--- config.mk ---
export PLATFORM = sky130hd
export DESIGN_NAME = wstg_div_row
export DESIGN_NICKNAME = d
export VERILOG_FILES = /design/src/sv/wstg_pkg.sv /design/src/sv/wstg_div_cell.sv /design/src/sv/wstg_div_row.sv
export SDC_FILE = /design/constraint.sdc
export NUM_CORES = 1
export LEC_CHECK = 0
export ABC_CLOCK_PERIOD_IN_PS = 3500
export BUFFER_PORTS_ARGS = -buffer_cell sky130_fd_sc_hd__buf_2
export CAP_MARGIN = 20
export CORE_MARGIN = 2
export CORE_UTILIZATION = 40
export DETAILED_ROUTE_END_ITERATION = 8
export MAX_ROUTING_LAYER = met4
export SLEW_MARGIN = 20
export SYNTH_ARGS = -nofsm -noshare
export SYNTH_HDL_FRONTEND = slang
export SYNTH_SLANG_ARGS = --single-unit
--- constraint.sdc ---
create_clock -name clk -period 3.5 [get_ports clk]
set_input_delay 0.525 -clock clk [delete_from_list [all_inputs] [get_ports clk]]
set_output_delay 0.525 -clock clk [all_outputs]
set_load 0.02 [all_outputs]
--- src/sv/wstg_pkg.sv ---
`timescale 1ns / 1ps
// Shared types and constants of the windowed-sinc tap generator.
// Used by every module of the block; depends on nothing.
package wstg_pkg;

  // Field and register widths
  localparam int IDX_W  = 8;
  localparam int LEN_W  = 9;
  localparam int CUT_W  = 16;
  localparam int TAP_W  = 18;
  localparam int STAT_W = 2;
  localparam int K_W    = 11;
  localparam int AK_W   = 9;
  localparam int ACC_W  = 31;
  localparam int XR_W   = 16;
  localparam int INVPI_W = 29;

  // Parameter defaults
  localparam int MAX_TAPS_DEF  = 256;
  localparam int FRAC_BITS_DEF = 16;

  // Status codes
  localparam logic [STAT_W-1:0] ST_OK      = 2'd0;
  localparam logic [STAT_W-1:0] ST_EVEN_HP = 2'd1;
  localparam logic [STAT_W-1:0] ST_RANGE   = 2'd2;

  // Register indexes
  localparam logic [1:0] REG_TAP_COUNT = 2'd0;
  localparam logic [1:0] REG_CUTOFF    = 2'd1;
  localparam logic [1:0] REG_TYPE      = 2'd2;

  // Register reset values
  localparam logic [LEN_W-1:0] TAP_COUNT_RST = 9'd31;
  localparam logic [CUT_W-1:0] CUTOFF_RST    = 16'd8192;

  // Tap saturation limits
  localparam logic signed [TAP_W-1:0] TAP_MAX = 18'sd131071;
  localparam logic signed [TAP_W-1:0] TAP_MIN = -18'sd131072;

  // Quarter-sine Taylor coefficients in Q30, highest order first
  localparam logic [ACC_W-1:0] COEF [0:4] = '{
    31'd172272, 31'd5026995, 31'd85569306, 31'd693598668, 31'd1686629713
  };
  localparam logic [INVPI_W-1:0] INVPI = 29'd341782638;

  // Side data that rides with a word down the pipeline
  typedef struct packed {
    logic [STAT_W-1:0]       status;
    logic                    neg;
    logic                    centre;
    logic signed [TAP_W-1:0] centre_val;
    logic [AK_W-1:0]         ak;
  } tag_t;

endpackage

--- src/sv/wstg_div_cell.sv ---
`timescale 1ns / 1ps
// One restoring division cell: produces one quotient bit per word.
// Depends on wstg_pkg.
module wstg_div_cell #(
  parameter int QW = 18
) (
  input  logic                        clk,
  input  logic                        rst_n,
  input  logic                        en,
  input  logic                        in_v,
  input  logic [wstg_pkg::AK_W-1:0]   in_rem,
  input  logic [QW-1:0]               in_w,
  input  wstg_pkg::tag_t              in_tag,
  output logic                        out_v,
  output logic [wstg_pkg::AK_W-1:0]   out_rem,
  output logic [QW-1:0]               out_w,
  output wstg_pkg::tag_t              out_tag
);

  logic                        v_r;
  logic [wstg_pkg::AK_W-1:0]   rem_r;
  logic [QW-1:0]               w_r;
  wstg_pkg::tag_t              tag_r;
  logic [wstg_pkg::AK_W:0]     trial;
  logic [wstg_pkg::AK_W:0]     diff;
  logic                        fits;

  // Bring down the next dividend bit and try the subtract
  assign trial = {in_rem, in_w[QW-1]};
  assign diff  = trial - {1'b0, in_tag.ak};
  assign fits  = trial >= {1'b0, in_tag.ak};

  always_ff @(posedge clk) begin
    if (!rst_n) begin
      v_r <= 1'b0;
    end else if (en) begin
      v_r <= in_v;
    end
  end

  always_ff @(posedge clk) begin
    if (en) begin
      rem_r <= fits ? diff[wstg_pkg::AK_W-1:0] : trial[wstg_pkg::AK_W-1:0];
      w_r   <= {in_w[QW-2:0], fits};
      tag_r <= in_tag;
    end
  end

  assign out_v   = v_r;
  assign out_rem = rem_r;
  assign out_w   = w_r;
  assign out_tag = tag_r;

endmodule

--- src/sv/wstg_div_row.sv ---
`timescale 1ns / 1ps
// Row of QW division cells; the quotient leaves the last cell.
// Depends on wstg_pkg and wstg_div_cell.
module wstg_div_row #(
  parameter int QW = 18
) (
  input  logic              clk,
  input  logic              rst_n,
  input  logic              en,
  input  logic              in_v,
  input  logic [QW-1:0]     in_q0,
  input  wstg_pkg::tag_t    in_tag,
  output logic              out_v,
  output logic [QW-1:0]     out_q,
  output wstg_pkg::tag_t    out_tag
);

  logic                        v   [0:QW];
  logic [wstg_pkg::AK_W-1:0]   rem [0:QW];
  logic [QW-1:0]               w   [0:QW];
  wstg_pkg::tag_t              tag [0:QW];

  // Start with an empty remainder
  assign v[0]   = in_v;
  assign rem[0] = '0;
  assign w[0]   = in_q0;
  assign tag[0] = in_tag;

  for (genvar i = 0; i < QW; i++) begin : g_cell
    wstg_div_cell #(.QW(QW)) u_cell (
      .clk     (clk),
      .rst_n   (rst_n),
      .en      (en),
      .in_v    (v[i]),
      .in_rem  (rem[i]),
      .in_w    (w[i]),
      .in_tag  (tag[i]),
      .out_v   (v[i+1]),
      .out_rem (rem[i+1]),
      .out_w   (w[i+1]),
      .out_tag (tag[i+1])
    );
  end

  assign out_v   = v[QW];
  assign out_q   = w[QW];
  assign out_tag = tag[QW];

endmodule

# After elaboration in Yosys (flattened, before gate mapping)
# Index checks and enable logic that the tools add are counted.
[word_totals] register_bits=1053 inputBits=53 out_inout_bits=50 wordCells=196
[op_classes] n_addsub=17 magnitude_cmp=18 mux=17
[op_table] cell="10-bit by 9-bit greater-or-equal comparator with 1-bit output" n=17
[op_table] cell="9-bit 2-to-1 mux" n=16
[op_table] cell="9-bit subtractor" n=16
[op_table] cell="1-bit by 9-bit greater-or-equal comparator with 1-bit output" n=1
[op_table] cell="1-bit by 9-bit subtractor with 9-bit output" n=1
[op_table] cell="1-bit 2-to-1 mux" n=1

# Depth between registers and ports, before layout
# Gate-level depths: netlist of the first run.
[depth] ltp_word=2 depth_mapped=10 ltp_nobuf=10

# Hierarchy
# Synthesis of the first run repeated with hierarchy kept, for this count alone.
[unflattened] hier_cells=2647 area_unflattened_um2=44123.6
[modules_own_cells] mod="wstg_div_cell" n_inst=18 cells_per_inst=147 area_per_inst_um2=2451.1 seq_area_each_um2=1761.7
[modules_own_cells] mod="wstg_div_row" n_inst=1 cells_per_inst=1 area_per_inst_um2=3.8 seq_area_each_um2=0.0

# Worst setup path after synthesis of the first run
# Ideal clock, no wire load.
[synth_path] path_kind="register to register" from="register g_cell[2].u_cell.w_r[17]" to="register g_cell[3].u_cell.rem_r (netlist bit g_cell[3].u_cell.out_rem[1]) (data pin)" setup_ps=260 arrival_time_ps=2398 required_time_ps=3240 path_slack_ps=842 stages_incl_launch_ff=11 path_buffers=1 cell_sequence="edfxtp_1 -> inv_1 -> ha_1 -> inv_1 -> fa_1 -> a21o_1 -> a221oi_2 -> a21o_1 -> and2_1 -> buf_2 -> mux2_2"
[synth_between] elab_chain_cells=2 elab_cells_between_ends=3
[synth_rtl] element="from (decl)" line="wstg_div_cell.sv:22" text="logic [QW-1:0] w_r;"
[synth_rtl] element="from (signal assigned)" line="wstg_div_cell.sv:44" text="w_r <= {in_w[QW-2:0], fits};"
[synth_rtl] element="9-bit subtractor or 10-bit by 9-bit greater-or-equal comparator with 1-bit output (tied branches)" line="wstg_div_cell.sv:30, wstg_div_cell.sv:31"
[synth_rtl] element="9-bit 2-to-1 mux *" line="wstg_div_cell.sv:43" text="rem_r <= fits ? diff[wstg_pkg::AK_W-1:0] : trial[wstg_pkg::AK_W-1:0];"
[synth_rtl] element="to (signal assigned)" line="wstg_div_cell.sv:43"
[synth_rtl] element="to (decl)" line="wstg_div_cell.sv:21" text="logic [wstg_pkg::AK_W-1:0] rem_r;"
# Every way passes the cells marked *; elsewhere a longest branch is shown, timed or not.
# A chain may end at the register's enable or synchronous reset.

# Worst setup path after layout of the first run
[layout_path] from="register g_cell[2].u_cell.w_r[17]" to="register g_cell[3].u_cell.rem_r (netlist bit g_cell[3].u_cell.out_rem[4]) (data pin)"
# The elaborated chain is that of the path after synthesis.

==> results of run 1 <==
cells by family after synthesis:
logic type                 Yosys count  synth area share, %
adders and majority gates          171                 5.59
DFF                               1053                 77.7
muxes                              136                 3.65
AOI/OAI and AO/OA                  328                 5.57
buffers and inverters              235                 2.19
xor gates and xnor gates            78                 1.69
and+or+nand+nor                    274                 3.56
layout make-up:
cell class	instances	area (sq um)	share of cell area, %
clock inverters	81	1130	2.39
well taps	1298	1620	3.43
repair buffers	175	1340	2.82
clock buffers	129	2870	6.05
inverters	221	830	1.75
flip-flops and latches	1053	31400	66.4
multi-input cells	987	8120	17.2
flip-flops by register name, indices dropped and copies added (netlist names):
signal	flops
g_cell.u_cell.out_tag	558
g_cell.u_cell.out_w	324
g_cell.u_cell.out_rem	153
g_cell.u_cell.out_v	18
path summary, 6_finish.rpt:
check,from,to,slack (ns),cells after the start
min reg2reg,g_cell[6].u_cell.out_w[13]$_DFFE_PP_,g_cell[7].u_cell.out_w[14]$_DFFE_PP_,0.41,0
max,g_cell[2].u_cell.out_w[17]$_DFFE_PP_,g_cell[3].u_cell.out_rem[4]$_DFFE_PP_,0.46,9
min,in_tag[8],g_cell[0].u_cell.out_tag[8]$_DFFE_PP_,0.10,1
max reg2reg,g_cell[2].u_cell.out_w[17]$_DFFE_PP_,g_cell[3].u_cell.out_rem[4]$_DFFE_PP_,0.46,9
where the power goes:
group / leakage (nW) / internal, mW / switching [mW]
clock network: 1.92 / 7.56 / 4.92
registers: 10.2 / 15.9 / 0.664
logic: 5.40 / 3.42 / 3.89
cells in the mapped netlist, types with 4 or more instances:
library cell,count
a211oi_1,12
a21boi_0,8
a21o_1,45
a21oi_1,91
a221oi_1,11
a22o_1,9
a31oi_1,8
and3_1,12
buf_2,4
clkbuf_1,10
clkinv_1,4
dfxtp_1,18
edfxtp_1,1035
fa_1,16
ha_1,155
inv_1,215
mux2_2,92
mux2i_1,44
nand2_1,38
nand2b_1,8
nand3_1,61
nand4_1,8
nor2_1,56
nor2b_1,43
nor3_1,11
nor4_1,6
o2111ai_1,5
o211a_1,8
o211ai_1,16
o21a_1,10
o21ai_0,53
o31ai_1,17
or2_2,6
xnor2_1,47
xor2_1,31
layer usage:
metal	track usage, %	vias up
met3	2.64	166
met1	14.6	9302
li1	-	9283
met2	19.7	343
met5	-	-
met4	5.33	0
placed cells by master, fill, tap and decap left out, types with 53 or more instances in the layout:
| cell | n |
|---|---|
| edfxtp_1 | 1035 |
| o21ai_0 | 53 |
| ha_1 | 155 |
| nand3_1 | 61 |
| a21oi_1 | 91 |
| nor2_1 | 56 |
| inv_1 | 215 |
| buf_2 | 101 |
| clkbuf_16 | 112 |
| mux2_2 | 92 |
metrics by stage:
stage / util (%) / setup WS, ns / power [mW] / hold slack (ns)
after global placement: 42.8 / 0.580 / 23.7 / 0.401
after CTS: 47.3 / 0.430 / 36.8 / 0.0331
after floorplan: - / 0.842 / 22.1 / 0.400
final: 47.3 / 0.459 / 36.4 / 0.100
after global routing: 47.3 / 0.345 / 38.4 / 0.0524
after detailed placement: 42.8 / 0.469 / 24.0 / 0.405
repair_timing:
| item | CTS | global route |
|---|---|---|
| setup buffers | 0 | 0 |
| hold buffers | 47 | 0 |
| hold endpoints to repair | 47 | 0 |
==> flow_metrics.py, run 1 <==
metrics = {
    "route": {
        "drt-met1-wl_um": 26000,
        "drc_errors": 1,
        "antenna_left": 0,
        "wl_met3_um": 2280,
        "wl_met2_um": 29700,
        "avgRoutedWirePerCell_um": 15.3,
        "first_iter_violations": 1187,
        "dr.pass1.iters": 8,
        "routed.top_layer": "met4",
        "vias": 19100,
        "vias_per_cell": 4.84,
        "drt-total-wl_um": 60300,
    },
    "floorplan": {
        "io_pins": 103,
        "rows": 116,
        "core_sq_mm": 0.100,
        "die_h_um": 322,
        "start_util_pct": 40.4,
        "fp.dieW_um": 322,
        "die_area_sq_mm": 0.104,
    },
    "timing": {
        "hold_violations": 0,
        "final-setup-viol-count": 0,
        "slew_headroom_pct": 52.2,
        "fin_worst_skew_ns": 0.0575,
        "setup_tns_ns": 0,
        "post-route-period-util_pct": 86.9,
        "rsz0062_at_grt": "no",
        "layout_min_cycle_time_ns": 3.04,
        "worstMarginPinSlew_ns": 0.717,
        "slew_viol_final": 0,
        "fmax_mhz": 329,
    },
    "logic_synthesis": {
        "synth_top_cell_area_share_pct": 76.9,
        "synth_seq_area_share_pct": 77.7,
        "ys_ff_latch": 1053,
        "ys_warn_count": 0,
        "synth_cell_type_count": 64,
        "syn-num-nets": 2499,
        "synth_area_leaders": "edfxtp_1, ha_1, mux2_2, inv_1, a21oi_1",
        "synthesis.area_sq_mm": 0.0404,
        "synthCells": 2275,
        "synth_edf_count": 1035,
        "syn_avg_cell_area_sq_um": 17.8,
        "async_reset_ff_share_pct": 0,
        "synth_ff_type": "edfxtp_1",
        "yosys.area.top_type": "edfxtp_1",
    },
    "worst_setup_path": {
        "critPathTopFamily": "compound AO/OA/AOI/OAI gates",
        "critical-path-slowest-cell": "fa_1",
        "end_kind": "flop",
        "critPathMaxStageDelay_ns": 0.46,
        "worstPathMaxFanout": 9,
        "worst-setup-path-type": "flop to flop",
        "critPathArrivalTime_ns": 3.49,
        "path_cells": "inv_1 -> ha_1 -> inv_1 -> fa_1 -> a21o_1 -> a221oi_2 -> a21o_1 -> and2_1 -> mux2_2",
        "cp-start-kind": "flop",
        "critPathRequiredTime_ns": 3.95,
        "worst-path-buf-inv": 2,
    },
    "clocking": {
        "root_buffer": "clkbuf_16",
        "clk_path_buf_depth": 3,
        "cts_sinks": 1053,
        "htreeDepth": 3,
        "clk_pin_slew_ns": 0.06,
        "cts_tree": "built",
        "cts_resized": 0,
        "clock_latency_ns": 0.68,
        "cts_made_buffers": 111,
    },
    "grt": {
        "antenna_found_initial": 0,
        "grt_pass1_wl_um": 99800,
        "grt_use_total_pct": 12.1,
        "overflow": 0,
        "grt_pass1_vias": 19600,
        "grt_max_degree": 113,
    },
    "finish": {
        "nFillCells": 8409,
        "antenna_cells": 0,
        "design_area_sq_mm": 0.0474,
        "instances_no_fill": 3944,
        "areaGrowthSynthToFinish_pct": 17.1,
        "drive_above_1_share_pct": 16.0,
        "final_nets": 2773,
    },
    "outcome": {
        "violations": "DRC",
        "status": "complete, but fails checks",
    },
    "place": {
        "dp_hpwl_um": 38000,
        "place_area_sq_mm": 0.0429,
        "globalplace.congestion": 0.880,
        "io_buffers": 102,
        "place_inst": 3687,
    },
    "min_path": {
        "hp-class": "input port to flop",
    },
    "pwr": {
        "p_leak_nw": 17.6,
        "pwr_density_cell_mw_per_mm2": 768,
        "vdd_drop_max_uv": 426,
    },
    "flow_run": {
        "cap_violations": 0,
    },
}
(Power assumes the default switching activity.)
==> run 2, diff against run 1 <==
Settings changed: ABC_AREA set to 1, ABC_CLOCK_PERIOD_IN_PS 3500 to 2580.
Clock period 3.5 ns to 2.58 ns, I/O delays scaled along.
==> run 2 against run 1 <==
  * The flow now finishes without violations
  * Critical path depth is 2 higher
  * Cell count is 26% higher
  * Synthesized area is 5.4% higher
  * Clock-buffer cell count stayed put
  * Utilization is 0.31 points lower
  * Die area is 5.3% higher
  * Largest power group unchanged
  * Clock power is 23% higher
==> flow_metrics.py, run 2 <==
metrics = {
    "logic_synthesis": {
        "syn_avg_cell_area_sq_um": 13.4,
        "ys_ff_latch": 1053,
        "synth_top_cell_area_share_pct": 72.9,
        "ys_warn_count": 0,
        "async_reset_ff_share_pct": 0,
        "ys_top_cells_by_count": "edfxtp_1, nand2_1, inv_1, nand3_1, ha_1",
        "synth_ff_type": "edfxtp_1",
        "synth_cell_type_count": 30,
        "synth_area_leaders": "edfxtp_1, nand2_1, ha_1, inv_1, nand3_1",
        "synth_seq_area_share_pct": 73.8,
        "synth_most_common_cell": "edfxtp_1",
        "synthesis.area_sq_mm": 0.0426,
        "yosys.area.top_type": "edfxtp_1",
        "synth_edf_count": 1035,
        "synthCells": 3178,
        "syn-num-nets": 3402,
    },
    "clocking": {
        "cts_made_buffers": 110,
        "clk_path_buf_depth": 3,
        "clock_latency_ns": 0.69,
        "cts_hold_buf": 50,
        "root_buffer": "clkbuf_16",
        "clk_pin_slew_ns": 0.06,
        "cts_tree": "built",
        "post_cts_buffers": 0,
        "cts_sinks": 1053,
        "htreeDepth": 3,
        "cts_resized": 0,
    },
    "outcome": {
        "status": "completed",
    },
    "grt": {
        "grt_max_degree": 120,
        "antenna_found_initial": 0,
        "grt_pass1_wl_um": 112000,
        "overflow": 0,
        "grt_use_total_pct": 13.1,
        "grt_pass1_vias": 22200,
    },
    "floorplan": {
        "start_util_pct": 40.4,
        "rows": 119,
        "core_sq_mm": 0.105,
        "die_area_sq_mm": 0.109,
        "die_h_um": 330,
        "fp.dieW_um": 330,
        "io_pins": 103,
    },
    "worst_setup_path": {
        "critPathRequiredTime_ns": 3.01,
        "end_kind": "flop",
        "path_cells": "ha_1 -> inv_1 -> fa_1 -> nand3_1 -> nand3_2 -> nand2_1 -> nand2_2 -> nand2_4 -> nand2_8 -> nand2_2 -> nand2_1",
        "critPathTopFamily": "simple AND/OR/NAND/NOR gates",
        "worstPathMaxFanout": 10,
        "critPathArrivalTime_ns": 2.67,
        "critPathMaxStageDelay_ns": 0.46,
        "worst-path-buf-inv": 1,
        "cp-start-kind": "flop",
        "critical-path-slowest-cell": "edfxtp_1",
        "worst-setup-path-type": "flop to flop",
    },
    "flow_run": {
        "cap_violations": 0,
    },
    "finish": {
        "utilization_pct": 47.0,
        "design_area_sq_mm": 0.0495,
        "instances_no_fill": 4971,
        "final_common_cell": "edfxtp_1",
        "antenna_cells": 0,
        "largest_reg_flops": 558,
        "drive_above_1_share_pct": 12.8,
        "areaGrowthSynthToFinish_pct": 16.2,
        "nFillCells": 9339,
        "layout_common_cells": "edfxtp_1, nand2_1, inv_1",
        "final_nets": 3709,
    },
    "timing": {
        "fin_worst_skew_ns": 0.0456,
        "slew_viol_final": 0,
        "layout_min_cycle_time_ns": 2.23,
        "whs_ns": 0.0946,
        "rsz0062_at_grt": "no",
        "slew_headroom_pct": 57.6,
        "setup_slack_ns": 0.346,
        "fmax_mhz": 448,
        "worstMarginPinSlew_ns": 0.636,
        "final-setup-viol-count": 0,
        "hold_violations": 0,
        "post-route-period-util_pct": 86.6,
        "setup_tns_ns": 0,
    },
    "pwr": {
        "pwr_density_cell_mw_per_mm2": 999,
        "p_switching_mw": 14.8,
        "p_leak_nw": 20.7,
        "seq_power_share_pct": 45.9,
        "finalPower_mw": 49.5,
        "power_frac_comb_pct": 23.0,
        "vdd_drop_max_uv": 561,
        "internal-power_mw": 34.7,
        "sw_frac_of_total_pct": 29.8,
        "power_frac_clock_pct": 31.1,
    },
    "route": {
        "drc_errors": 0,
        "drt-total-wl_um": 67500,
        "vias": 22300,
        "antenna_left": 0,
        "dr.pass1.iters": 5,
        "first_iter_violations": 1479,
        "avgRoutedWirePerCell_um": 13.6,
        "vias_per_cell": 4.49,
    },
    "place": {
        "dp_hpwl_um": 45100,
        "place_inst": 4714,
        "place_ws_ns": 0.357,
        "place_area_sq_mm": 0.0454,
        "globalplace.congestion": 0.839,
        "io_buffers": 102,
    },
    "min_path": {
        "hp-class": "input port to flop",
    },
}
==> run 2: cell types whose count changed in the layout (fill, tap and decap cells not counted), sizes merged, moves of 31 or more <==
| cell | change |
|---|---|
| nor2b | -43 |
| mux2i | -44 |
| nand3 | +207 |
| o21ai | -31 |
| inv | +273 |
| nand2 | +861 |
| a21oi | -46 |
| nor2 | +65 |
| a21o | -45 |
| xnor2 | -47 |
| mux2 | -92 |
==> run 2: final timing paths <==
kind	start	endpoint	slack, ns	cells past startpoint
hold reg to reg	g_cell[7].u_cell.out_tag[25]$_DFFE_PP_	g_cell[8].u_cell.out_tag[25]$_DFFE_PP_	0.38	0
setup / recovery	g_cell[9].u_cell.out_tag[0]$_DFFE_PP_	g_cell[10].u_cell.out_rem[7]$_DFFE_PP_	0.35	11
hold / removal	rst_n	g_cell[3].u_cell.out_v$_SDFFE_PN0P_	0.09	3
setup reg to reg	g_cell[9].u_cell.out_tag[0]$_DFFE_PP_	g_cell[10].u_cell.out_rem[7]$_DFFE_PP_	0.35	11
==> run 2: area by class of cell <==
type	instances	area, sq um	area share [%]
Sequential cell	1053	31400	63.5
Multi-Input combinational cell	1628	9310	18.8
Clock buffer	129	2850	5.75
Inverter	493	1850	3.74
Tap cell	1391	1740	3.51
Timing Repair Buffer	199	1600	3.23
Clock inverter	78	739	1.49
==> run 2: cells by family (layout without fill, tap and decap cells) <==
family / count (synthesis) / in the layout / synth area share (%)
simple gates: 1339 / 1339 / 14.6
fa+ha+maj: 171 / 171 / 5.30
flops: 1053 / 1053 / 73.8
buf+inv: 497 / 899 / 4.38
xor+xnor: 48 / 48 / 0.987
compound gates: 70 / 70 / 0.940
==> run 2: worst register-to-register path, stage by stage (launching register included) <==
cell,delay [ns]
edfxtp_1,0.46
ha_1,0.18
inv_1,0.07
fa_1,0.42
nand3_1,0.10
nand3_2,0.10
nand2_1,0.12
nand2_2,0.08
nand2_4,0.15
nand2_8,0.12
nand2_2,0.11
nand2_1,0.06
==> run 2: per-layer routing <==
layer | global-route usage [%] | vias up | wire (um)
li1 | - | 11400 | -
met1 | 17.1 | 10500 | 31900
met2 | 20.6 | 308 | 31400
met3 | 2.74 | 100 | 2900
met4 | 3.98 | 0 | 1270
met5 | - | - | 0
==> run 2: power by group through the flow <==
stage	Sequential, mW	Combinational [mW]	Clock [mW]
6_report	22.7	11.4	15.4
2_1_floorplan	22.6	8.79	0
3_3_place_gp	23.1	11.2	0
3_5_place_dp	23.1	11.3	0
5_1_grt	22.9	13.2	16.7
4_1_cts	22.7	11.4	16.0
==> run 3, diff against run 2 <==
Settings changed: GPL_TIMING_DRIVEN set to 0, TNS_END_PERCENT set to 50.
==> run 3 against run 2 <==
  * Worst hold slack improved by 0.095 ns
  * Die area unchanged
  * Clock skew decreased by 0.020 ns
  * First-iteration DRC count decreased by 9.1%
  * Highest routed layer unchanged
==> flow_metrics.py, run 3 (synthesis gave the netlist of run 2 again) <==
metrics = {
    "route": {
        "drc_errors": 0,
        "drt-total-wl_um": 65900,
        "vias_per_cell": 4.48,
        "antenna_left": 0,
        "avgRoutedWirePerCell_um": 13.3,
        "vias": 22200,
        "dr.pass1.iters": 8,
        "first_iter_violations": 1344,
    },
    "worst_setup_path": {
        "r2r-start": "g_cell[7].u_cell.out_w[17]$_DFFE_PP_",
        "cp-start-kind": "input port",
        "critPathRequiredTime_ns": 2.95,
        "end_kind": "flop",
        "worst-setup-path-type": "input port to flop",
        "ff2ff_setup_slack_ns": 0.28,
        "r2r-end": "g_cell[8].u_cell.out_rem[8]$_DFFE_PP_",
        "r2r_cells": 12,
        "worstPathMaxFanout": 70,
        "critPathArrivalTime_ns": 2.67,
        "critPathLaunch": "en",
    },
    "finish": {
        "layout_common_cells": "edfxtp_1, nand2_1, inv_1",
        "final_common_cell": "edfxtp_1",
        "antenna_cells": 0,
        "final_nets": 3685,
        "design_area_sq_mm": 0.0496,
        "utilization_pct": 47.1,
        "nFillCells": 9268,
        "largest_reg_flops": 558,
        "drive_above_1_share_pct": 12.3,
        "areaGrowthSynthToFinish_pct": 16.5,
    },
    "pwr": {
        "pwr_density_cell_mw_per_mm2": 1010,
        "vdd_drop_max_uv": 576,
        "finalPower_mw": 50.1,
        "p_leak_nw": 20.7,
    },
    "floorplan": {
        "die_h_um": 330,
        "die_area_sq_mm": 0.109,
        "fp.dieW_um": 330,
        "start_util_pct": 40.4,
        "io_pins": 103,
        "rows": 119,
        "core_sq_mm": 0.105,
    },
    "place": {
        "globalplace.congestion": 0.817,
        "place_area_sq_mm": 0.0451,
        "io_buffers": 102,
        "dp_hpwl_um": 40700,
    },
    "clocking": {
        "clk_path_buf_depth": 3,
        "htreeDepth": 3,
        "clk_pin_slew_ns": 0.06,
        "cts_tree": "built",
        "cts_made_buffers": 112,
        "root_buffer": "clkbuf_16",
        "cts_sinks": 1053,
        "clock_latency_ns": 0.70,
    },
    "timing": {
        "hold_violations": 0,
        "worstMarginPinSlew_ns": 0.685,
        "final-setup-viol-count": 0,
        "whs_ns": 0.189,
        "setup_tns_ns": 0,
        "layout_min_cycle_time_ns": 2.30,
        "fin_worst_skew_ns": 0.0252,
        "slew_viol_final": 0,
        "fmax_mhz": 435,
        "post-route-period-util_pct": 89.1,
        "rsz0062_at_grt": "no",
        "slew_headroom_pct": 54.3,
    },
    "outcome": {
        "status": "completed",
    },
    "grt": {
        "antenna_found_initial": 0,
        "overflow": 0,
        "grt_max_degree": 134,
        "grt_pass1_vias": 21700,
        "grt_pass1_wl_um": 109000,
        "grt_use_total_pct": 12.7,
    },
    "min_path": {
        "holdPathStages": 1,
        "hp-class": "input port to flop",
        "hp-start": "en",
        "hold_path_end": "g_cell[17].u_cell.out_tag[13]$_DFFE_PP_",
    },
    "flow_run": {
        "cap_violations": 0,
    },
}
==> run 3: per-layer routing <==
metal,vias up,track usage [%],wire length [um]
li1,11400,-,-
met1,10300,16.0,30300
met2,340,20.1,30700
met3,135,2.58,2940
met4,0,5.17,1920
met5,-,-,0
==> run 3: stage by stage <==
stage,setup WS [ns],instances
finish,0.280,4947
global route,0.0507,4947
CTS,0.0936,4946
detailed placement,-1.99,4679
global placement,-16.48,4671
floorplan,0.628,3178
==> run 3: power by group <==
part,total (mW),leakage [nW],internal [mW],switching (mW)
Clock,16.2,1.83,9.55,6.62
Combinational,11.4,8.63,4.15,7.26
Sequential,22.6,10.3,21.6,0.936
==> run 3: final cells by class <==
| cell class | instances | area [sq um] | share of cell area [%] |
|---|---|---|---|
| buffer | 4 | 17.5 | 0.0353 |
| clock buffer | 137 | 2940 | 5.92 |
| clock inverter | 72 | 832 | 1.68 |
| inverter | 493 | 1850 | 3.73 |
| multi-input combinational | 1628 | 9310 | 18.7 |
| sequential | 1053 | 31400 | 63.3 |
| tap | 1391 | 1740 | 3.51 |
| timing repair buffer | 169 | 1520 | 3.05 |
==> run 3: timing repair <==
action | CTS | global route
hold buffers | 51 | 0
cloned | 7 | 1
endpoints found under the setup margin | 335 | 54
hold endpoints to repair | 58 | 0
buffers inserted | 0 | 0
gates resized for setup | 1 | 0
==> run 3: worst max-delay path by stage <==
stage	endpoint	slack, ns
2_1_floorplan	g_cell[2].u_cell.out_rem[7]$_DFFE_PP_	0.63
3_3_place_gp	g_cell[17].u_cell.out_v$_SDFFE_PN0P_	-16.48
3_5_place_dp	g_cell[17].u_cell.out_w[10]$_DFFE_PP_	-1.99
4_1_cts	g_cell[12].u_cell.out_tag[10]$_DFFE_PP_	0.09
5_1_grt	g_cell[10].u_cell.out_tag[20]$_DFFE_PP_	0.05
6_report	g_cell[10].u_cell.out_tag[20]$_DFFE_PP_	0.28
==> run 3: critical path, stage by stage <==
cell	delay, ns
buf_16	0.24
buf_16	0.25
buf_16	0.27
buf_16	0.30
buf_16	0.28
buf_16	0.29
bufbuf_16	0.47
